===== src/design/lfbd_fifo.sv =====
// ----------------------------------------------------------------------------
// LZSS decoder queue
// Small flop-based first-in first-out queue with full and empty flags.
// ----------------------------------------------------------------------------
module lfbd_fifo #(
	parameter int WIDTH = 8,
	parameter int DEPTH = 4
) (
	input  logic             clk,
	input  logic             arst_n,
	input  logic             push,
	input  logic [WIDTH-1:0] wr_data,
	output logic             full,
	input  logic             pop,
	output logic [WIDTH-1:0] rd_data,
	output logic             empty
);

	localparam int AW = $clog2(DEPTH);
	localparam int CW = $clog2(DEPTH + 1);

	logic [WIDTH-1:0] mem_q [DEPTH];
	logic [AW-1:0]    wp_q;
	logic [AW-1:0]    rp_q;
	logic [CW-1:0]    cnt_q;
	logic             do_push;
	logic             do_pop;

	assign full    = (cnt_q == CW'(DEPTH));
	assign empty   = (cnt_q == '0);
	assign do_push = push & ~full;
	assign do_pop  = pop & ~empty;
	assign rd_data = mem_q[rp_q];

	always_ff @(posedge clk or negedge arst_n) begin
		if (!arst_n) begin
			wp_q  <= '0;
			rp_q  <= '0;
			cnt_q <= '0;
		end else begin
			if (do_push) begin
				wp_q <= (wp_q == AW'(DEPTH - 1)) ? '0 : wp_q + AW'(1);
			end
			if (do_pop) begin
				rp_q <= (rp_q == AW'(DEPTH - 1)) ? '0 : rp_q + AW'(1);
			end
			if (do_push && !do_pop) begin
				cnt_q <= cnt_q + CW'(1);
			end else if (do_pop && !do_push) begin
				cnt_q <= cnt_q - CW'(1);
			end
		end
	end

	always_ff @(posedge clk) begin
		if (do_push) begin
			mem_q[wp_q] <= wr_data;
		end
	end

endmodule


===== config.mk =====
export PLATFORM = sky130hd
export DESIGN_NAME = lfbd_fifo
export DESIGN_NICKNAME = d
export VERILOG_FILES = /design/src/design/lfbd_fifo.sv
export SDC_FILE = /design/constraint.sdc
export NUM_CORES = 1
export LEC_CHECK = 0
export BUFFER_PORTS_ARGS = -buffer_cell sky130_fd_sc_hd__buf_2
export CAP_MARGIN = 15
export CORE_ASPECT_RATIO = 0.5
export CORE_MARGIN = 2
export CORE_UTILIZATION = 60
export CTS_CLUSTER_DIAMETER = 100
export CTS_CLUSTER_SIZE = 16
export DETAILED_ROUTE_END_ITERATION = 6
export GPL_TIMING_DRIVEN = 0
export PLACE_DENSITY = 0.83
export SLEW_MARGIN = 20
export SYNTH_ARGS = -nofsm -noshare
export SYNTH_HDL_FRONTEND = slang
export SYNTH_SLANG_ARGS = --single-unit
export TNS_END_PERCENT = 100

===== constraint.sdc =====
create_clock -name clk -period 4.2 [get_ports clk]
set_input_delay 0.63 -clock clk [delete_from_list [all_inputs] [get_ports clk]]
set_output_delay 0.63 -clock clk [all_outputs]
set_load 0.01 [all_outputs]

==> qor.yml, run 1 <==
status:
  outcome: "completed"
critical_path:
  path_max_fanout: 10
  slowest_stage: "mux4_2"
  crit_path_start_kind: "register"
  worst-r2r-cell-count: 8
  cpMostUsedCell: "buf_2"
  path_cells: "buf_2 > mux4_2 > buf_2"
  crit_arrival_ns: 1.64
  setup.worst_path.class: "reg -> out"
  cp_slowest_stage_delay_ns: 0.55
  cp_top_family: "multiplexers"
  cp_num_cells: 3
  critical_path_required_ns: 3.57
  end_kind: "output port"
  cp.buffers_inverters: 2
place:
  place_congestion: 0.682
  dp_hpwl_um: 1860
  io_buffers: 21
clock_tree:
  cts_tree: "built"
  clk_pin_slew_ns: 0.07
  post-cts-setup-buffers: 0
  cts.sinks: 39
  htree_num_levels: 2
  cts_root_buffer: "clkbuf_8"
  cts_inserted_buffers: 5
  cts_buffer_depth: 2
  cts_resized: 0
  clkLatencyLatePin_ns: 0.28
  cts_hold_buf: 0
sta:
  fin_crit_sh_pct: 54.0
  hold_ws_ns: 0.172
  setup_viol: 0
  finClkSkew_ns: 0.00919
  fmax_ghz: 0.441
  setup_tns_ns: 0
  hold_violations: 0
  relSlewSlack_pct: 50.5
  rsz0062_at_grt: "false"
  period_minus_slack_ns: 2.27
  drv_slew: 0
  tightest_slew_ns: 0.740
cells_and_area:
  layout_commonest_cell: "edfxtp_1"
  n_antenna_cell: 0
  final_layout_size_suffix_gt1_share_pct: 41.7
  syn_to_final_growth_pct: 14.6
  multi_input_area_um2: 462
  utilization_pct: 72.2
  nets: 126
  fillers: 175
  regArea_um2: 1140
  mostFrequentLayoutCells: "edfxtp_1, buf_2, mux4_2"
synth:
  syn-num-nets: 98
  yosys-top-cells-area: "edfxtp_1, mux4_2, dfrtp_1, ha_1, mux2_4"
  synth_sequential_area_ratio_pct: 70.2
  yosys_warnings: 0
  ys_ff_latch: 39
  netlist_area_um2: 1620
  synth_cell_types: 19
  syn_avg_cell_area_um2: 20.5
  synth_top_area_share_pct: 59.4
  synth_cells: 79
  yosysTopAreaCell: "edfxtp_1"
global_route:
  grt_pass1_vias: 802
  gr-total-overflow: 0
  antenna_found_initial: 0
  grt_pass1_wl_um: 3970
  grt_max_degree: 13
  grt_use_total_pct: 18.8
power:
  p_sw_uw: 404
  swShare_pct: 31.4
  leakagePower_uw: 0.000712
  comb_power_share_pct: 36.4
  p_seq_share_pct: 45.3
  p_int_uw: 882
  power_density_nw_per_um2: 693
  peakVddDrop_uv: 377
  clockPowerShare_pct: 18.3
detailed_routing:
  wl_per_cell_um: 17.6
  drt.antenna.violating_nets: 0
  viasPerCell: 5.32
  vias: 772
  first_iter_violations: 76
  drt-pass1-iter-count: 4
  wl_um: 2560
  drc_errors: 0
floorplanning:
  die_w_um: 77.4
  io_pins: 22
  core_area_um2: 2570
  die_h_um: 40.7
  rows: 13
  start_util_pct: 63.0
  die_area_um2: 3150
hold_path:
  hold_class: "in -> async"
flow_run:
  drv_cap: 0
[per-stage QoR]
stage          setup WS, ns  power [µW]  instance area [µm²]  std cells
2_1_floorplan          2.12         913                 1620         79
3_3_place_gp           2.18        1010                 1770        137
3_5_place_dp           2.10        1070                 1770        137
4_1_cts                1.89        1300                 1850        145
5_1_grt                1.84        1370                 1850        145
6_report               1.93        1290                 1850        145
[flip-flops by register name, summed over array words and instances (netlist names)]
register / count
cnt_q: 3
mem_q: 32
rp_q: 2
wp_q: 2
[cell usage after synthesis]
master and number:
edfxtp_1 32, clkbuf_1 1, xnor2_1 1, nor3_1 1, and2_1 3, ha_1 6
buf_2 1, inv_1 3, fa_1 1, nand2b_4 1, nor3b_4 1, mux2_2 1
mux4_2 8, xor2_1 2, nor2_1 4, mux2_4 4, nand2_1 1, dfrtp_1 7
nor2b_4 1
[per-layer routing]
metal | vias up | wire [µm] | global-route usage (%) | share of wire, %
li1 | 355 | - | - | -
met1 | 389 | 966 | 20.2 | 38
met2 | 25 | 1440 | 37.8 | 56
met3 | 3 | 130 | 5.95 | 5.1
met4 | 0 | 17 | 6.70 | 0.67
met5 | - | 0 | 0 | 0
[path summary, 6_finish.rpt]
check | start | to | slack, ns
max | rp_q[0] | rd_data[2] | 1.93
min | arst_n | wp_q[0] | 0.17
max reg2reg | cnt_q[0] | cnt_q[2] | 2.11
min reg2reg | cnt_q[2] | cnt_q[2] | 0.52
max in group asynchronous | arst_n | rp_q[1] | 3.87
min in group clk | cnt_q[2] | cnt_q[2] | 0.52
[cell type report]
class                           instances  share of cell area, %
Sequential cell                        39                   61.3
Multi-Input combinational cell         35                   24.9
Timing Repair Buffer                   21                   5.67
Clock buffer                            6                   3.91
Clock inverter                          2                  0.675
Buffer                                  2                  0.472
Tap cell                               37                   2.50
Inverter                                3                  0.607
[power by group through the flow]
stage	logic, µW	clock network (µW)	registers [µW]
2_1_floorplan	341	0	572
3_3_place_gp	435	0	576
3_5_place_dp	475	0	591
4_1_cts	480	243	583
5_1_grt	515	262	591
6_report	468	236	582
[cells by family (layout without fill, tap and decap cells)]
kind of cell             Yosys count  in the layout  synth area share [%]
flip-flops                        39             39                  70.2
XOR/XNOR                           3              3                  1.62
buffers and inverters              5             34                  1.24
AND/OR/NAND/NOR                   12             12                  5.49
multiplexers                      13             13                  15.5
adder cells (fa/ha/maj)            7              7                  5.88
Power figures use the tool's default switching activity.
==> run 2: changes to the inputs <==
--- a/config.mk
+++ b/config.mk
@@ -9,12 +9,12 @@
 export CAP_MARGIN = 15
 export CORE_ASPECT_RATIO = 0.5
 export CORE_MARGIN = 2
-export CORE_UTILIZATION = 60
+export CORE_UTILIZATION = 50
 export CTS_CLUSTER_DIAMETER = 100
 export CTS_CLUSTER_SIZE = 16
 export DETAILED_ROUTE_END_ITERATION = 6
 export GPL_TIMING_DRIVEN = 0
-export PLACE_DENSITY = 0.83
+export PLACE_DENSITY = 0.74
 export SLEW_MARGIN = 20
 export SYNTH_ARGS = -nofsm -noshare
 export SYNTH_HDL_FRONTEND = slang
==> constraint.sdc (replaced) <==
create_clock -name clk -period 2 [get_ports clk]
set_input_delay 0.3 -clock clk [delete_from_list [all_inputs] [get_ports clk]]
set_output_delay 0.3 -clock clk [all_outputs]
set_load 0.01 [all_outputs]
==> run 2 against run 1 <==
Clock-buffer cell count did not move. Sequential share of layout area fell by 2.7 points. Clock power rose by 110%. Combinational power rose by 130%. Power rose by 120%. Clock skew fell by 0.0049 ns. Via count rose by 1.2%. Non-clock buffer count rose by 7. First-iteration DRC count fell by 64%. Die area rose by 18%. Critical path depth rose by 5. Largest cell class unchanged.
==> qor.yml, run 2 (same netlist as run 1, synthesis figures left out) <==
status:
  outcome: "completed"
critical_path:
  crit_path_start_kind: "register"
  rr_endpoint: "cnt_q[2]"
  r2r-start: "cnt_q[2]"
  r2r_slack_ns: 0.09
  end_kind: "register"
  critical_path_required_ns: 2.20
  crit_start: "cnt_q[2]"
  setup.worst_path.class: "reg -> reg"
  path_max_fanout: 3
  worst-r2r-cell-count: 8
  crit_arrival_ns: 2.11
clock_tree:
  cts_buffer_depth: 2
  cts_inserted_buffers: 5
  cts.sinks: 39
  cts_root_buffer: "clkbuf_8"
  clkLatencyLatePin_ns: 0.28
  htree_num_levels: 2
  clk_pin_slew_ns: 0.07
  cts_tree: "built"
place:
  placed_area_um2: 1780
  dp_hpwl_um: 1790
  place_congestion: 0.673
  io_buffers: 21
cells_and_area:
  final_layout_size_suffix_gt1_share_pct: 48.7
  utilization_pct: 63.8
  regArea_um2: 1140
  largest_reg_flops: 32
  design_area_um2: 1940
  largestRegisters: "mem_q x32, cnt_q x3"
  regMostFlops: "mem_q"
  syn_to_final_growth_pct: 20.1
  nets: 133
  mostFrequentLayoutCells: "edfxtp_1, buf_2, mux4_2"
  layout_commonest_cell: "edfxtp_1"
  n_antenna_cell: 0
  multi_input_area_um2: 485
  fillers: 222
detailed_routing:
  drc_errors: 0
  drt-pass1-iter-count: 4
  wl_um: 2430
  top_layer: "met3"
  first_iter_violations: 27
  met3_length_um: 125
  drt.antenna.violating_nets: 0
  met2_wirelength_um: 1300
  wl_per_cell_um: 15.7
  vias: 781
  viasPerCell: 5.04
  wl_met1_um: 1010
sta:
  drv_slew: 0
  finClkSkew_ns: 0.00432
  period_minus_slack_ns: 1.91
  tightest_slew_ns: 0.716
  setup_viol: 0
  fmax_ghz: 0.524
  relSlewSlack_pct: 52.1
  hold_violations: 0
  fin_crit_sh_pct: 95.4
global_route:
  grt_pass1_vias: 821
  grt_max_degree: 13
  gr-total-overflow: 0
  grt_use_total_pct: 14.7
  antenna_found_initial: 0
  grt_pass1_wl_um: 3880
power:
  comb_power_share_pct: 37.9
  power_density_nw_per_um2: 1430
  clockPowerShare_pct: 17.8
  p_sw_uw: 858
  leakagePower_uw: 0.000750
  p_int_uw: 1930
  peakVddDrop_uv: 696
  swShare_pct: 30.8
  p_seq_share_pct: 44.3
flow_run:
  drv_cap: 0
floorplanning:
  die_h_um: 44.2
  io_pins: 22
  die_w_um: 84.4
  rows: 14
  start_util_pct: 53.1
  die_area_um2: 3730
  core_area_um2: 3050
hold_path:
  whs_endpoint: "mem_q[1][7]"
  min-delay-start: "wr_data[7]"
  hold_class: "in -> reg"
  hold_depth: 1
## run 2: cell types whose count changed in the layout (fill, tap and decap cells not counted), sizes merged
cell         change
clkbuf           +1
buf              +5
dlygate4sd3      +1
## run 2: critical path: stages, from the launching register on
cell and delay (ns):
dfrtp_1 0.44, nor3b_4 0.20, nor2b_4 0.17, ha_4 0.16
inv_1 0.05, fa_1 0.36, xor2_1 0.16, nor2_1 0.12
xor2_1 0.18
## run 2: power by group through the flow
stage          logic, µW  registers (µW)  clock network, µW
2_1_floorplan        718            1210                  0
3_3_place_gp         919            1220                  0
3_5_place_dp         979            1240                  0
4_1_cts             1030            1230                508
5_1_grt             1180            1250                542
6_report            1060            1230                496
## run 2: how the worst max path moves through the flow
stage | end | slack [ns] | depth (start not counted)
6_report | cnt_q[2] | 0.09 | 8
5_1_grt | cnt_q[2] | -0.01 | 8
4_1_cts | cnt_q[2] | 0.003 | 8
3_5_place_dp | cnt_q[2] | -0.01 | 8
3_3_place_gp | cnt_q[1] | 0.1 | 6
2_1_floorplan | cnt_q[2] | 0.04 | 8
## run 2: routing by layer
layer  up-vias  global-route usage (%)
met4         0                    2.86
li1        373                       -
met2        14                    26.7
met5         -                       0
met1       394                    16.8
met3         0                    6.53
## run 2: per-stage QoR
step           power, µW  hold slack [ns]  setup TNS [ns]  worst slack [ns]  cells
2_1_floorplan       1920          0.00441               0            0.0442     79
3_3_place_gp        2130            0.139               0            0.0968    140
3_5_place_dp        2220            0.149         -0.0133           -0.0133    140
4_1_cts             2760            0.224               0           0.00337    151
5_1_grt             2970            0.220         -0.0125           -0.0125    155
6_report            2790            0.231               0            0.0923    155
## run 2: final cells by class
class / count / share of cell area [%]
Inverter: 3 / 0.580
Multi-Input combinational cell: 35 / 25.0
Tap cell: 40 / 2.58
Buffer: 2 / 0.644
Clock buffer: 6 / 3.73
Clock inverter: 2 / 0.644
Sequential cell: 39 / 58.6
Timing Repair Buffer: 28 / 8.24
## run 2: repair_timing
action                     4_1_cts  5_1_grt
setup buffers                    2        4
setup endpoints to repair        2        9
resized for setup                3        5
hold endpoints to repair         7        0
hold buffers                     1        0
pin swaps                        0        2
==> run 3: changes to the inputs <==
--- a/config.mk
+++ b/config.mk
@@ -9,12 +9,13 @@
 export CAP_MARGIN = 15
 export CORE_ASPECT_RATIO = 0.5
 export CORE_MARGIN = 2
-export CORE_UTILIZATION = 50
+export CORE_UTILIZATION = 60
 export CTS_CLUSTER_DIAMETER = 100
 export CTS_CLUSTER_SIZE = 16
 export DETAILED_ROUTE_END_ITERATION = 6
 export GPL_TIMING_DRIVEN = 0
-export PLACE_DENSITY = 0.74
+export PLACE_DENSITY = 0.83
+export SETUP_SLACK_MARGIN = 0.3
 export SLEW_MARGIN = 20
 export SYNTH_ARGS = -nofsm -noshare
 export SYNTH_HDL_FRONTEND = slang
==> constraint.sdc (replaced) <==
create_clock -name clk -period 2.3 [get_ports clk]
set_input_delay 0.345 -clock clk [delete_from_list [all_inputs] [get_ports clk]]
set_output_delay 0.345 -clock clk [all_outputs]
set_load 0.01 [all_outputs]
==> run 3 against run 2 <==
Sequential power shrank 13%. Combinational power shrank 6%. First-iteration DRC count grew 130%. Critical path type unchanged. Critical endpoint is now cnt_q[1]. Clock-buffer cell count shrank 1. Non-clock buffer count grew 2. Utilization grew 13 points. Worst hold slack gained 0.047 ns.
==> qor.yml, run 3 (same netlist as run 1, synthesis figures left out) <==
global_route:
  grt_max_degree: 13
  grt_pass1_wl_um: 3750
  grt_use_total_pct: 17.8
  antenna_found_initial: 0
  grt_pass1_vias: 783
  gr-total-overflow: 0
place:
  place_congestion: 0.699
  io_buffers: 21
  dp_hpwl_um: 1700
critical_path:
  critical_path_required_ns: 2.46
  path_max_fanout: 4
  slowest_stage: "dfrtp_2"
  cp.buffers_inverters: 2
  crit_path_start_kind: "register"
  setup.worst_path.class: "reg -> reg"
  end_kind: "register"
  cp_slowest_stage_delay_ns: 0.45
  path_cells: "buf_6 > nor3b_4 > nor2b_4 > ha_4 > inv_2 > fa_1 > mux2_2"
  crit_arrival_ns: 2.12
  cp_top_family: "adder cells"
sta:
  period_minus_slack_ns: 1.95
  hold_violations: 0
  finClkSkew_ns: 0.00698
  rsz0062_at_grt: "false"
  fmax_ghz: 0.512
  tightest_slew_ns: 0.772
  setup_tns_ns: 0
  fin_crit_sh_pct: 84.9
  setup_viol: 0
  drv_slew: 0
  relSlewSlack_pct: 48.3
cells_and_area:
  regMostFlops: "mem_q"
  layout_commonest_cell: "edfxtp_1"
  mostFrequentLayoutCells: "edfxtp_1, buf_2, buf_4, mux4_2"
  final_layout_size_suffix_gt1_share_pct: 50.4
  nets: 135
  n_antenna_cell: 0
  regArea_um2: 1140
  largest_reg_flops: 32
  fillers: 160
  syn_to_final_growth_pct: 22.4
  largestRegisters: "mem_q x32, cnt_q x3"
  multi_input_area_um2: 485
detailed_routing:
  wl_um: 2670
  drc_errors: 0
  wl_per_cell_um: 17.3
  drt.antenna.violating_nets: 0
  viasPerCell: 5.42
  vias: 835
  drt-pass1-iter-count: 4
  first_iter_violations: 61
clock_tree:
  cts_root_buffer: "clkbuf_8"
  clkLatencyLatePin_ns: 0.28
  cts_buffer_depth: 2
  clk_pin_slew_ns: 0.07
  cts_tree: "built"
  cts.sinks: 39
  cts_inserted_buffers: 5
  htree_num_levels: 2
floorplanning:
  start_util_pct: 63.0
  die_area_um2: 3150
  io_pins: 22
  die_w_um: 77.4
  rows: 13
  core_area_um2: 2570
  die_h_um: 40.7
power:
  leakagePower_uw: 0.000775
  power_density_nw_per_um2: 1320
  peakVddDrop_uv: 806
  finalPower_uw: 2600
hold_path:
  hold_class: "in -> reg"
flow_run:
  drv_cap: 0
status:
  outcome: "completed"
## run 3: cell types whose count changed in the layout (fill, tap and decap cells not counted), sizes merged
cell / before / now
buf: 27 / 30
bufinv: 0 / 1
clkinv: 1 / 2
clkbuf: 8 / 6
clkinvlp: 1 / 0
## run 3: final cells by class
| class | instances | share of cell area (%) |
|---|---|---|
| Clock inverter | 3 | 1.96 |
| Buffer | 2 | 0.632 |
| Clock buffer | 5 | 3.47 |
| Inverter | 3 | 0.569 |
| Tap cell | 37 | 2.34 |
| Timing Repair Buffer | 30 | 9.03 |
| Multi-Input combinational cell | 35 | 24.5 |
| Sequential cell | 39 | 57.5 |
## run 3: per-layer routing
metal / track usage (%) / vias up / share of wire (%)
met5: 0 / - / 0
met4: 9.38 / 0 / 1.3
met3: 5.73 / 5 / 5.2
met2: 32.4 / 28 / 52
met1: 20.5 / 429 / 41
li1: - / 373 / -
## run 3: path summary, 6_finish.rpt
path	startpoint	cells past startpoint	slack (ns)	to
max	cnt_q[0]	7	0.35	cnt_q[1]
min	wr_data[1]	1	0.28	mem_q[2][1]
max reg2reg	cnt_q[0]	7	0.35	cnt_q[1]
min reg2reg	cnt_q[2]	1	0.56	cnt_q[2]
max in group asynchronous	arst_n	2	1.69	cnt_q[1]
min in group asynchronous	arst_n	2	0.43	wp_q[1]
## run 3: worst register-to-register path, cell delays in order, from the launching register on
cell and delay (ns):
dfrtp_2 0.45, buf_6 0.14, nor3b_4 0.27, nor2b_4 0.08, ha_4 0.17, inv_2 0.05
fa_1 0.41, mux2_2 0.27
## run 3: report_power, final
group	internal, µW	switching (µW)	leakage, µW	total (µW)
Combinational	537	465	0.000346	1000
Clock	317	218	0.0000556	535
Sequential	962	105	0.000373	1070
Total	1820	788	0.000775	2600
## run 3: repair_timing
action / in CTS / in global routing
pin swaps: 0 / 4
endpoints found under the hold margin: 7 / 0
setup endpoints to repair: 9 / 1
buffers inserted: 0 / 8
hold buffers: 1 / 0
resized for setup: 5 / 4
## run 3: per-stage QoR
stage / area (µm²) / hold WS (ns) / std cells / utilization (%) / setup WS [ns]
2_1_floorplan: 1620 / 0.0494 / 79 / - / 0.344
3_3_place_gp: 1770 / 0.179 / 137 / 69.0 / 0.408
3_5_place_dp: 1770 / 0.187 / 137 / 69.0 / 0.287
4_1_cts: 1900 / 0.271 / 146 / 74.0 / 0.298
5_1_grt: 1980 / 0.268 / 154 / 77.1 / 0.275
6_report: 1980 / 0.277 / 154 / 77.1 / 0.347
