[src/design/lfbd_pkg.sv]
// ----------------------------------------------------------------------------
// LZSS flag-byte decoder package
// Shared constants, payload structs, command format and state encodings.
// ----------------------------------------------------------------------------
package lfbd_pkg;

	localparam int WINDOW_DEPTH        = 4096;
	localparam int WIN_AW              = $clog2(WINDOW_DEPTH);
	localparam int COUNT_BITS_DEFAULT  = 24;
	localparam int CMDQ_DEPTH_DEFAULT  = 4;
	localparam int OUTQ_DEPTH_DEFAULT  = 4;
	localparam int TOKENS_PER_FLAG     = 8;
	localparam int MIN_MATCH           = 3;
	localparam int RUN_W               = 5;
	localparam int CFG_IDX_W           = 2;
	localparam int CFG_DATA_W          = 24;

	localparam logic [WIN_AW-1:0]    START_RESET        = 12'hFEE;
	localparam logic [CFG_IDX_W-1:0] REG_START_POSITION = 2'd0;
	localparam logic [CFG_IDX_W-1:0] REG_OUTPUT_LENGTH  = 2'd1;

	typedef struct packed {
		logic [7:0] in_byte;
		logic       stream_end;
	} in_item_t;

	typedef struct packed {
		logic [7:0] out_byte;
		logic       run_last;
		logic       done_res;
	} out_item_t;

	typedef enum logic [1:0] {
		PH_FLAG,
		PH_LIT,
		PH_LO,
		PH_HI
	} token_phase_t;

	typedef enum logic [1:0] {
		CMD_NONE,
		CMD_LIT,
		CMD_COPY
	} cmd_op_t;

	typedef struct packed {
		cmd_op_t             op;
		logic [7:0]          data;
		logic [WIN_AW-1:0]   src;
		logic [RUN_W-1:0]    len;
		logic                done;
		logic                clear;
	} cmd_t;

	typedef enum logic [2:0] {
		BK_CLEAR,
		BK_IDLE,
		BK_LIT,
		BK_READ,
		BK_WRITE
	} back_state_t;

endpackage

[src/design/lfbd_front.sv]
// ----------------------------------------------------------------------------
// LZSS decoder front end
// Parses flag, literal and match bytes, tracks the output count and issues
// one command per token that produces bytes or per end of stream.
// ----------------------------------------------------------------------------
module lfbd_front import lfbd_pkg::*; #(
	parameter int COUNT_BITS = COUNT_BITS_DEFAULT
) (
	input  logic                  clk,
	input  logic                  arst_n,
	input  logic                  push,
	input  in_item_t              in_item,
	output logic                  full,
	input  logic [COUNT_BITS-1:0] out_len,
	input  logic                  clearing,
	output logic                  cmd_push,
	output cmd_t                  cmd,
	input  logic                  cmd_full
);

	token_phase_t          phase_q, phase_d, nt_phase;
	logic [7:0]            flag_q, flag_d, nt_flag;
	logic [2:0]            tok_q, tok_d, nt_tok;
	logic [7:0]            low_q, low_d;
	logic [COUNT_BITS-1:0] count_q, count_d;
	logic                  accept;
	logic                  active;
	logic                  emit;
	logic                  cut;
	logic [COUNT_BITS-1:0] remain;
	logic [COUNT_BITS-1:0] step;
	logic [COUNT_BITS-1:0] new_count;
	logic [RUN_W-1:0]      reps;
	logic [RUN_W-1:0]      run_len;

	assign full      = cmd_full | clearing;
	assign accept    = push & ~full;
	assign active    = (count_q < out_len);
	assign remain    = out_len - count_q;
	assign reps      = RUN_W'(in_item.in_byte[3:0]) + RUN_W'(MIN_MATCH);
	assign step      = (phase_q == PH_HI) ? COUNT_BITS'(reps) : COUNT_BITS'(1);
	assign cut       = (phase_q == PH_HI) && (remain < step);
	assign run_len   = cut ? remain[RUN_W-1:0] : reps;
	assign new_count = cut ? out_len : count_q + step;

	// advance to the next token of the current flag byte, or back to the flag phase after its last token
	always_comb begin
		nt_flag = flag_q >> 1;
		if (tok_q == '0) begin
			nt_phase = PH_FLAG;
			nt_tok   = '0;
		end else begin
			nt_phase = flag_q[1] ? PH_LIT : PH_LO;
			nt_tok   = tok_q - 3'd1;
		end
	end

	always_comb begin
		phase_d = phase_q;
		flag_d  = flag_q;
		tok_d   = tok_q;
		low_d   = low_q;
		count_d = count_q;
		if (accept) begin
			if (in_item.stream_end) begin
				phase_d = PH_FLAG;
				flag_d  = '0;
				tok_d   = '0;
				low_d   = '0;
				count_d = '0;
			end else if (active) begin
				unique case (phase_q)
					PH_FLAG: begin
						flag_d  = in_item.in_byte;
						tok_d   = 3'(TOKENS_PER_FLAG - 1);
						phase_d = in_item.in_byte[0] ? PH_LIT : PH_LO;
					end
					PH_LIT: begin
						count_d = new_count;
						phase_d = nt_phase;
						flag_d  = nt_flag;
						tok_d   = nt_tok;
					end
					PH_LO: begin
						low_d   = in_item.in_byte;
						phase_d = PH_HI;
					end
					PH_HI: begin
						count_d = new_count;
						phase_d = nt_phase;
						flag_d  = nt_flag;
						tok_d   = nt_tok;
					end
					default: phase_d = PH_FLAG;
				endcase
			end
		end
	end

	always_comb begin
		emit      = accept && active && (phase_q == PH_LIT || phase_q == PH_HI);
		cmd_push  = accept && (emit || in_item.stream_end);
		cmd.data  = in_item.in_byte;
		cmd.src   = {in_item.in_byte[7:4], low_q};
		cmd.done  = (new_count == out_len);
		cmd.clear = in_item.stream_end;
		if (!emit) begin
			cmd.op  = CMD_NONE;
			cmd.len = RUN_W'(1);
		end else if (phase_q == PH_LIT) begin
			cmd.op  = CMD_LIT;
			cmd.len = RUN_W'(1);
		end else begin
			cmd.op  = CMD_COPY;
			cmd.len = run_len;
		end
	end

	always_ff @(posedge clk or negedge arst_n) begin
		if (!arst_n) begin
			phase_q <= PH_FLAG;
			flag_q  <= '0;
			tok_q   <= '0;
			low_q   <= '0;
			count_q <= '0;
		end else begin
			phase_q <= phase_d;
			flag_q  <= flag_d;
			tok_q   <= tok_d;
			low_q   <= low_d;
			count_q <= count_d;
		end
	end

endmodule

[config.mk]
export PLATFORM = sky130hd
export DESIGN_NAME = lfbd_front
export DESIGN_NICKNAME = d
export VERILOG_FILES = /design/src/design/lfbd_pkg.sv /design/src/design/lfbd_front.sv
export SDC_FILE = /design/constraint.sdc
export NUM_CORES = 1
export LEC_CHECK = 0
export BUFFER_PORTS_ARGS = -buffer_cell sky130_fd_sc_hd__buf_2
export CELL_PAD_IN_SITES_DETAIL_PLACEMENT = 0
export CELL_PAD_IN_SITES_GLOBAL_PLACEMENT = 1
export CORE_MARGIN = 10
export CORE_UTILIZATION = 45
export DETAILED_ROUTE_END_ITERATION = 12
export MAX_ROUTING_LAYER = met4
export PLACE_DENSITY_LB_ADDON = 0.15
export SKIP_LAST_GASP = 1
export SYNTH_ARGS = -nofsm -noshare
export SYNTH_HDL_FRONTEND = slang
export SYNTH_SLANG_ARGS = --single-unit
[constraint.sdc]
create_clock -name clk -period 6.6 [get_ports clk]
set_input_delay 0.99 -clock clk [delete_from_list [all_inputs] [get_ports clk]]
set_output_delay 0.99 -clock clk [all_outputs]
set_load 0.02 [all_outputs]
==> impl_metrics.yaml, run 1 <==
run_status:
  status: "finished clean"
yosys:
  synthMuxAreaShare_pct: 3.171
  ys_types: 65
  synth-simple-area-share_pct: 23.28
  synth_area_um2: 5209
  synth_top_family_by_area: "compound AO/OA/AOI/OAI gates"
  synth-seq-cells: 44
  synth_compound_area_share_pct: 25.08
  syn_nets: 757
  synth_xor_area_share_pct: 8.744
  synth_area_leaders: "dfrtp_1, ha_1, nand2_1"
  synth_top_area_share_pct: 21.14
  syn_inst: 681
  seq_area_frac_synth_pct: 21.14
  syn_area_per_cell_um2: 7.649
  ys.flop_type: "dfrtp_1"
  synthTopCellsByCount: "nand2_1, inv_1, dfrtp_1"
  yosys_warnings: 0
  synth_most_common_cell: "nand2_1"
  yosysTopAreaCell: "dfrtp_1"
  synth-adder-area-share_pct: 9.416
  async_flop_share_pct: 100.0
  synth_edf_count: 0
power:
  p_sw_share_pct: 39.12
  power_density_nw_per_um2: 193.2
  vdd_drop_max_uv: 131.0
  power.share.combinational_pct: 39.5
  p_seq_share_pct: 32.1
  p_clk_share_pct: 28.4
  p_int_mw: 0.6674
  p_switching_mw: 0.4289
  leakage_nw: 2.404
floorplanning:
  core_um2: 11370
  dieArea_um2: 16280
  die_h_um: 127.6
  pin_count: 69
  start_util_pct: 45.81
  row_count: 39
  die_x_um: 127.6
timing:
  setup_tns_ns: 0
  slew_headroom_pct: 24.28
  hold_viol_final: 0
  finalCritPeriodShare_pct: 93.33
  period_needed_ns: 6.160
  tightestPinTransition_ns: 1.136
  rsz0062_at_grt: "false"
  fmax_mhz: 162.3
  clock_skew_ns: 0.008052
  finalSetupViolations: 0
  slew_violations: 0
  setup_slack_ns: 0.4401
min_path:
  min_path_cells: 2
  hold_class: "reg -> reg"
  hp-start: "flag_q[3]"
  holdPathEnd: "flag_q[3]"
job:
  cap_violations: 0
final_layout:
  n_antenna_cell: 0
  drive_above_1_share_pct: 13.88
  fillers: 1165
  area.growth.synth_to_final_pct: 8.936
  multiInputGateArea_um2: 3633
  regArea_um2: 1101
  nets: 788
  fin_util_pct: 49.91
detailed_routing:
  dr_total_vias: 5167
  drtPass1Iterations: 5
  drtAntennaViolNets: 0
  vias_per_cell: 6.036
  wire_per_inst_um: 18.87
  drc: 0
  drt-initial-drc-count: 333
  drt-total-wl_um: 16160
grt:
  antenna_found_initial: 0
  first_global_vias: 5187
  grt_first_pass_wirelength_um: 26260
  grt_usage_pct: 20.20
  grt_remaining_overflow: 0
  grt_max_degree: 45
critical_path:
  crit_fanout: 7
  cp_data_required_time_ns: 5.61
  endpoint_kind: "output pin"
  slowest_stage: "a2111oi_0"
  startpoint_type: "input port"
  critPathArrivalTime_ns: 5.17
  r2r_cells: 12
  path_cells: "buf_2 > inv_1 > ha_1 > or2_2 > inv_1 > fa_1 > a21oi_1 > o21bai_1 > a21o_1 > nand2_1 > a2111oi_0 > buf_4 > o211ai_1 > nor4_1 > nand4_1 > nor4_1 > or2_2 > buf_2"
  r2r_start: "count_q[13]"
  critPathKind: "in -> out"
  reg2reg_setup_slack_ns: 2.25
  slowest_delay_ns: 0.65
  r2r_end: "count_q[20]"
placement:
  gp_congestion: 0.9061
  port-buffer-count: 68
  pre_cts_ws_ns: 0.5670
  hpwl_um: 12300
clock_network:
  tritoncts: "done"
  cts_setup_buffers: 0
  clock_sinks: 44
  clockBufferDepth: 2
  ctsHoldBuffers: 0
  cts_root_buffer: "clkbuf_16"
  clk_pin_slew_worst_paths_ns: 0.07
  htreeDepth: 2
  insertion_delay_ns: 0.31
  ctsResizeCount: 0
  numCtsBuffers: 5
## how the worst max path moves through the flow
stage / start / end / depth (start not counted)
finish: in_item[1] / cmd[1] / 18
detailed placement: in_item[1] / cmd[1] / 18
global placement: in_item[1] / cmd[1] / 18
global route: in_item[1] / cmd[1] / 19
floorplan: out_len[2] / cmd[3] / 12
CTS: in_item[1] / cmd[1] / 18
## critical path: cells and delay by family
kind	cells	cell delay (ns)
buffers and inverters	5	0.73
AO/OA/AOI/OAI	5	1.51
adder cells (fa/ha/maj)	2	0.51
AND/OR/NAND/NOR	6	1.43
## power by group through the flow
stage / Clock (mW) / Sequential (mW) / Combinational [mW]
2_1_floorplan: 0 / 0.354 / 0.311
3_3_place_gp: 0 / 0.355 / 0.426
3_5_place_dp: 0 / 0.357 / 0.431
4_1_cts: 0.317 / 0.352 / 0.434
5_1_grt: 0.325 / 0.359 / 0.488
6_report: 0.311 / 0.352 / 0.433
## final cells by class
class / count / area share [%]
clock inverter: 3 / 0.8379
tap: 143 / 3.153
multi-input combinational: 534 / 64.04
inverter: 52 / 3.440
clock buffer: 5 / 2.205
timing repair buffer: 75 / 6.924
sequential: 44 / 19.40
## metrics by stage
stage,instance area [um^2],hold slack [ns],power (mW),instances
2_1_floorplan,5209,0.4483,0.6647,681
3_3_place_gp,5502,0.4598,0.7807,848
3_5_place_dp,5502,0.4748,0.7875,848
4_1_cts,5674,0.4911,1.103,856
5_1_grt,5674,0.5202,1.172,856
6_report,5674,0.4825,1.096,856
## cells by family (layout without fill, tap and decap cells)
family / after synthesis / after routing
AO/OA/AOI/OAI: 184 / 184
XOR/XNOR: 52 / 52
AND/OR/NAND/NOR: 244 / 244
adder cells (fa/ha/maj): 38 / 38
buffers and inverters: 103 / 135
flip-flops: 44 / 44
multiplexers: 16 / 16
## placed cells by master, fill, tap and decap left out, types with 7 or more instances in the layout
master and count:
xor2_1 20, nor3_1 9, a211o_1 14, buf_2 68, o211ai_1 9, nand3b_1 8, a21o_1 12, dfrtp_1 44
o21a_1 9, o21bai_1 8, nor4_1 8, nand3_1 41, o31ai_1 7, nand2_1 77, buf_4 7, o21ai_0 35
nor2_1 39, ha_1 36, xnor2_1 32, inv_1 52, mux2i_1 12, a21oi_1 32, a32oi_1 18, nand4_1 18
## registers in the layout (all words and copies together), names as in the netlist
name     count
flag_q       7
phase_q      2
count_q     24
tok_q        3
low_q        8
## metal layers
layer  up-vias  track usage (%)  wire, um
met5         -                -         0
met4         0            5.497       298
met3        24            3.102       677
met2       149            32.28      7553
met1      2467            26.02      7626
li1       2527                -         -
(Power assumes the default switching activity.)
==> run 2: changes to the inputs <==
==> constraint.sdc (replaced) <==
create_clock -name clk -period 7.2 [get_ports clk]
set_input_delay 1.08 -clock clk [delete_from_list [all_inputs] [get_ports clk]]
set_output_delay 1.08 -clock clk [all_outputs]
set_load 0.02 [all_outputs]
==> run 2 against run 1 <==
- non-clock buffer count down 1
- critical endpoint unchanged
- count of clock-buffer cells in the layout unchanged
- critical path depth unchanged
- power down 8.5%
- clock power down 8.7%
- wire length down 1.3%
- combinational power down 8.3%
==> impl_metrics.yaml, run 2 (synthesis gave the netlist of run 1 again) <==
grt:
  grt_usage_pct: 19.50
  grt_first_pass_wirelength_um: 25420
  grt_remaining_overflow: 0
  first_global_vias: 4937
  grt_max_degree: 45
  antenna_found_initial: 0
clock_network:
  numCtsBuffers: 5
  ctsResizeCount: 0
  clk_pin_slew_worst_paths_ns: 0.07
  clock_sinks: 44
  htreeDepth: 2
  clockBufferDepth: 2
  cts_root_buffer: "clkbuf_16"
  insertion_delay_ns: 0.31
  cts_setup_buffers: 0
  tritoncts: "done"
  ctsHoldBuffers: 0
min_path:
  holdPathEnd: "flag_q[5]"
  hp-start: "flag_q[5]"
  hold_class: "reg -> reg"
  min_path_cells: 2
timing:
  setup_tns_ns: 0
  fmax_mhz: 160.9
  hold_viol_final: 0
  finalSetupViolations: 0
  period_needed_ns: 6.215
  slew_headroom_pct: 29.01
  clock_skew_ns: 0.005748
  slew_violations: 0
  tightestPinTransition_ns: 1.065
  finalCritPeriodShare_pct: 86.31
  rsz0062_at_grt: "false"
critical_path:
  critPathArrivalTime_ns: 5.13
  r2r_cells: 16
  endpoint_kind: "output pin"
  reg2reg_setup_slack_ns: 2.86
  r2r_end: "count_q[20]"
  r2r_start: "count_q[0]"
  crit_fanout: 28
  critPathKind: "in -> out"
  startpoint_type: "input port"
  cp_data_required_time_ns: 6.12
placement:
  port-buffer-count: 68
  gp_congestion: 0.9137
  hpwl_um: 12120
  place_area_um2: 5494
  dp.cells: 847
final_layout:
  reg_top3: "count_q (24), low_q (8), flag_q (7)"
  final_common_cell: "nand2_1"
  area.growth.synth_to_final_pct: 8.768
  nets: 787
  final_cell_mix: "nand2_1, buf_2, inv_1"
  fin_area_um2: 5665
  n_antenna_cell: 0
  drive_above_1_share_pct: 13.76
  largest_reg_flops: 24
  regArea_um2: 1101
  fillers: 1125
  stdcell_count: 855
  largest_register: "count_q"
  multiInputGateArea_um2: 3633
floorplanning:
  row_count: 39
  die_h_um: 127.6
  dieArea_um2: 16280
  start_util_pct: 45.81
  die_x_um: 127.6
  pin_count: 69
  core_um2: 11370
power:
  p_sw_share_pct: 39.07
  power.share.combinational_pct: 39.6
  p_int_mw: 0.6113
  vdd_drop_max_uv: 142.0
  power_density_nw_per_um2: 177.1
  p_switching_mw: 0.3920
  leakage_nw: 2.396
  p_seq_share_pct: 32.1
  p_clk_share_pct: 28.3
detailed_routing:
  drt-total-wl_um: 15940
  drt-initial-drc-count: 308
  drtAntennaViolNets: 0
  vias_per_cell: 6.032
  drc: 0
  wire_per_inst_um: 18.64
  drtPass1Iterations: 6
  dr_total_vias: 5157
job:
  cap_violations: 0
run_status:
  status: "finished clean"
-- run 2: worst max-delay path, cell delays in order --
cell and delay [ns]:
buf_2 0.10, inv_1 0.04, ha_1 0.21, fa_1 0.42, nor2b_1 0.16, o31a_2 0.21
a21oi_1 0.09, ha_1 0.19, a21oi_1 0.12, nand4_1 0.10, a211oi_1 0.33, nand4_1 0.12
nor4_1 0.24, o2111ai_1 0.22, a2111oi_4 0.74, buf_4 0.42, or2_2 0.17, buf_2 0.15
-- run 2: area by class of cell --
class                   count  area share (%)
well taps                 143           3.158
clock inverters             3          0.8171
repair buffers             74           6.802
flip-flops and latches     44           19.43
multi-input cells         534           64.13
inverters                  52           3.445
clock buffers               5           2.208
-- run 2: metrics by stage --
stage                     hold slack, ns  worst slack [ns]  utilization (%)  power, mW
after floorplan                   0.4483             1.765                -     0.6093
after global placement            0.4605             1.051            48.32     0.7152
after detailed placement          0.4753             1.039            48.32     0.7211
after CTS                         0.4910             1.027            49.83      1.010
after global routing              0.5225            0.6450            49.83      1.071
final                             0.4842            0.9854            49.83      1.003
-- run 2: how the worst max path moves through the flow --
| stage | startpoint | to | cells after the start |
|---|---|---|---|
| after floorplan | out_len[2] | cmd[3] | 12 |
| final | out_len[0] | cmd[1] | 18 |
| after detailed placement | out_len[0] | cmd[1] | 18 |
| after global placement | in_item[1] | cmd[1] | 17 |
| after global routing | out_len[0] | cmd[1] | 18 |
| after CTS | out_len[0] | cmd[1] | 18 |
-- run 2: power groups by stage --
stage	combinational, mW	clock (mW)	sequential (mW)
after floorplan	0.285	0	0.324
after global placement	0.390	0	0.325
after detailed placement	0.395	0	0.327
after CTS	0.397	0.291	0.322
after global routing	0.443	0.300	0.329
final	0.397	0.284	0.322
-- run 2: metal layers --
layer,wire length [um],up-vias,global-route usage [%]
met1,7491,2465,25.00
met2,7416,144,30.95
met5,0,-,-
met3,748,22,3.681
met4,284,0,5.033
li1,-,2526,-
==> run 3: changes to the inputs <==
--- a/config.mk
+++ b/config.mk
@@ -9,7 +9,7 @@
 export CELL_PAD_IN_SITES_DETAIL_PLACEMENT = 0
 export CELL_PAD_IN_SITES_GLOBAL_PLACEMENT = 1
 export CORE_MARGIN = 10
-export CORE_UTILIZATION = 45
+export CORE_UTILIZATION = 40
 export DETAILED_ROUTE_END_ITERATION = 12
 export MAX_ROUTING_LAYER = met4
 export PLACE_DENSITY_LB_ADDON = 0.15
==> constraint.sdc (replaced) <==
create_clock -name clk -period 5.3 [get_ports clk]
set_input_delay 0.795 -clock clk [delete_from_list [all_inputs] [get_ports clk]]
set_output_delay 0.795 -clock clk [all_outputs]
set_load 0.02 [all_outputs]
==> run 3 against run 2 <==
- critical path depth is 1 higher
- wire length grew 4.9%
- clock skew is 0.0020 ns lower
- sequential share of layout area down 0.64 points
- core utilization fell by 3.6 points
- combinational power grew 44%
- first-iteration DRC count rose by 55%
- worst setup slack lost 0.81 ns
- non-clock buffer count grew 16
- via count increased by 1.9%
- final cell count is 5.3% higher
==> impl_metrics.yaml, run 3 (synthesis gave the netlist of run 1 again) <==
clock_network:
  htreeDepth: 2
  insertion_delay_ns: 0.30
  tritoncts: "done"
  numCtsBuffers: 5
  cts_root_buffer: "clkbuf_16"
  clock_sinks: 44
  clk_pin_slew_worst_paths_ns: 0.07
  ctsHoldBuffers: 0
  clockBufferDepth: 2
detailed_routing:
  vias_per_cell: 5.837
  drtAntennaViolNets: 0
  dr_total_vias: 5253
  drt-total-wl_um: 16730
  drtPass1Iterations: 5
  wire_per_inst_um: 18.59
  drt-initial-drc-count: 478
  drc: 0
min_path:
  min_path_cells: 2
  hp-start: "flag_q[5]"
  hold_class: "reg -> reg"
  holdPathEnd: "flag_q[5]"
final_layout:
  nets: 803
  n_antenna_cell: 0
  largest_register: "count_q"
  final_common_cell: "nand2_1"
  largest_reg_flops: 24
  drive_above_1_share_pct: 16.62
  final_cell_mix: "nand2_1, buf_2, inv_1"
  reg_top3: "count_q (24), low_q (8), flag_q (7)"
  area.growth.synth_to_final_pct: 12.44
power:
  leakage_nw: 2.479
  p_total_mw: 1.381
  power_density_nw_per_um2: 235.8
  vdd_drop_max_uv: 139.4
critical_path:
  critPathKind: "in -> out"
  endpoint_kind: "output pin"
  reg2reg_setup_slack_ns: 1.12
  r2r_cells: 15
  crit_fanout: 7
  startpoint_type: "input port"
  r2r_start: "count_q[1]"
  critPathArrivalTime_ns: 4.33
  cp_data_required_time_ns: 4.51
  r2r_end: "count_q[9]"
  setup.worst_path.start: "out_len[0]"
timing:
  slew_violations: 0
  period_needed_ns: 5.129
  finalSetupViolations: 0
  slew_headroom_pct: 27.39
  rsz0062_at_grt: "false"
  clock_skew_ns: 0.003755
  hold_viol_final: 0
  setup_tns_ns: 0
  fmax_mhz: 195.0
  tightestPinTransition_ns: 1.089
  finalCritPeriodShare_pct: 96.78
floorplanning:
  row_count: 41
  start_util_pct: 41.11
  pin_count: 69
  die_h_um: 134.1
  core_um2: 12670
  die_x_um: 134.1
  dieArea_um2: 17990
grt:
  antenna_found_initial: 0
  grt_first_pass_wirelength_um: 27410
  grt_max_degree: 45
  grt_remaining_overflow: 0
  grt_usage_pct: 18.99
  first_global_vias: 5266
job:
  cap_violations: 0
run_status:
  status: "finished clean"
placement:
  hpwl_um: 12860
  gp_congestion: 0.9816
  port-buffer-count: 68
## run 3: routing by layer
metal	global-route usage (%)	part of all wire (%)	vias up
li1	-	-	2554
met1	24.17	46	2528
met2	30.73	48	149
met3	1.979	3.5	22
met4	6.590	2.2	0
met5	-	0	-
## run 3: repair_timing
item	4_1_cts	5_1_grt
resized for setup	0	10
setup buffers	0	3
endpoints found under the setup margin	0	3
hold endpoints to repair	0	0
## run 3: layout make-up
type	instances	area [um^2]
fillers	1316	6814
clock buffers	6	128.9
well taps	172	215.2
clock inverters	2	35.03
flip-flops and latches	44	1101
repair buffers	90	509.2
inverters	52	195.2
multi-input cells	534	3672
## run 3: through the flow
step / setup slack (ns) / utilization [%] / instance area, um^2 / std cells / hold WS (ns)
2_1_floorplan: 0.4346 / - / 5209 / 681 / 0.4483
3_3_place_gp: 0.08656 / 44.42 / 5628 / 889 / 0.4646
3_5_place_dp: 0.08489 / 44.42 / 5628 / 889 / 0.4739
4_1_cts: 0.04439 / 45.71 / 5792 / 897 / 0.4895
5_1_grt: 0.0002460 / 46.22 / 5857 / 900 / 0.5115
6_report: 0.1706 / 46.22 / 5857 / 900 / 0.4848
## run 3: worst max path at each step
stage          endpoint  slack [ns]  cells after the start
2_1_floorplan    cmd[3]        0.43                     12
3_3_place_gp     cmd[1]        0.09                     17
3_5_place_dp     cmd[1]        0.08                     17
4_1_cts          cmd[1]        0.04                     17
5_1_grt          cmd[1]      0.0002                     18
6_report         cmd[2]        0.17                     19
## run 3: power by group
group          switching [mW]  internal (mW)
logic                   0.339          0.233
clock network           0.154          0.223
registers              0.0447          0.387
## run 3: critical path: stages
cell       delay [ns]
buf_2            0.11
inv_1            0.05
ha_1             0.23
fa_2             0.38
nor2b_2          0.14
o31a_2           0.20
a21oi_1          0.07
ha_1             0.18
a21oi_1          0.12
nand4_1          0.12
a211oi_2         0.22
nand4_1          0.13
nor4_2           0.32
o2111ai_2        0.19
a2111oi_4        0.34
buf_6            0.18
mux2_2           0.33
nand2_1          0.06
buf_2            0.15
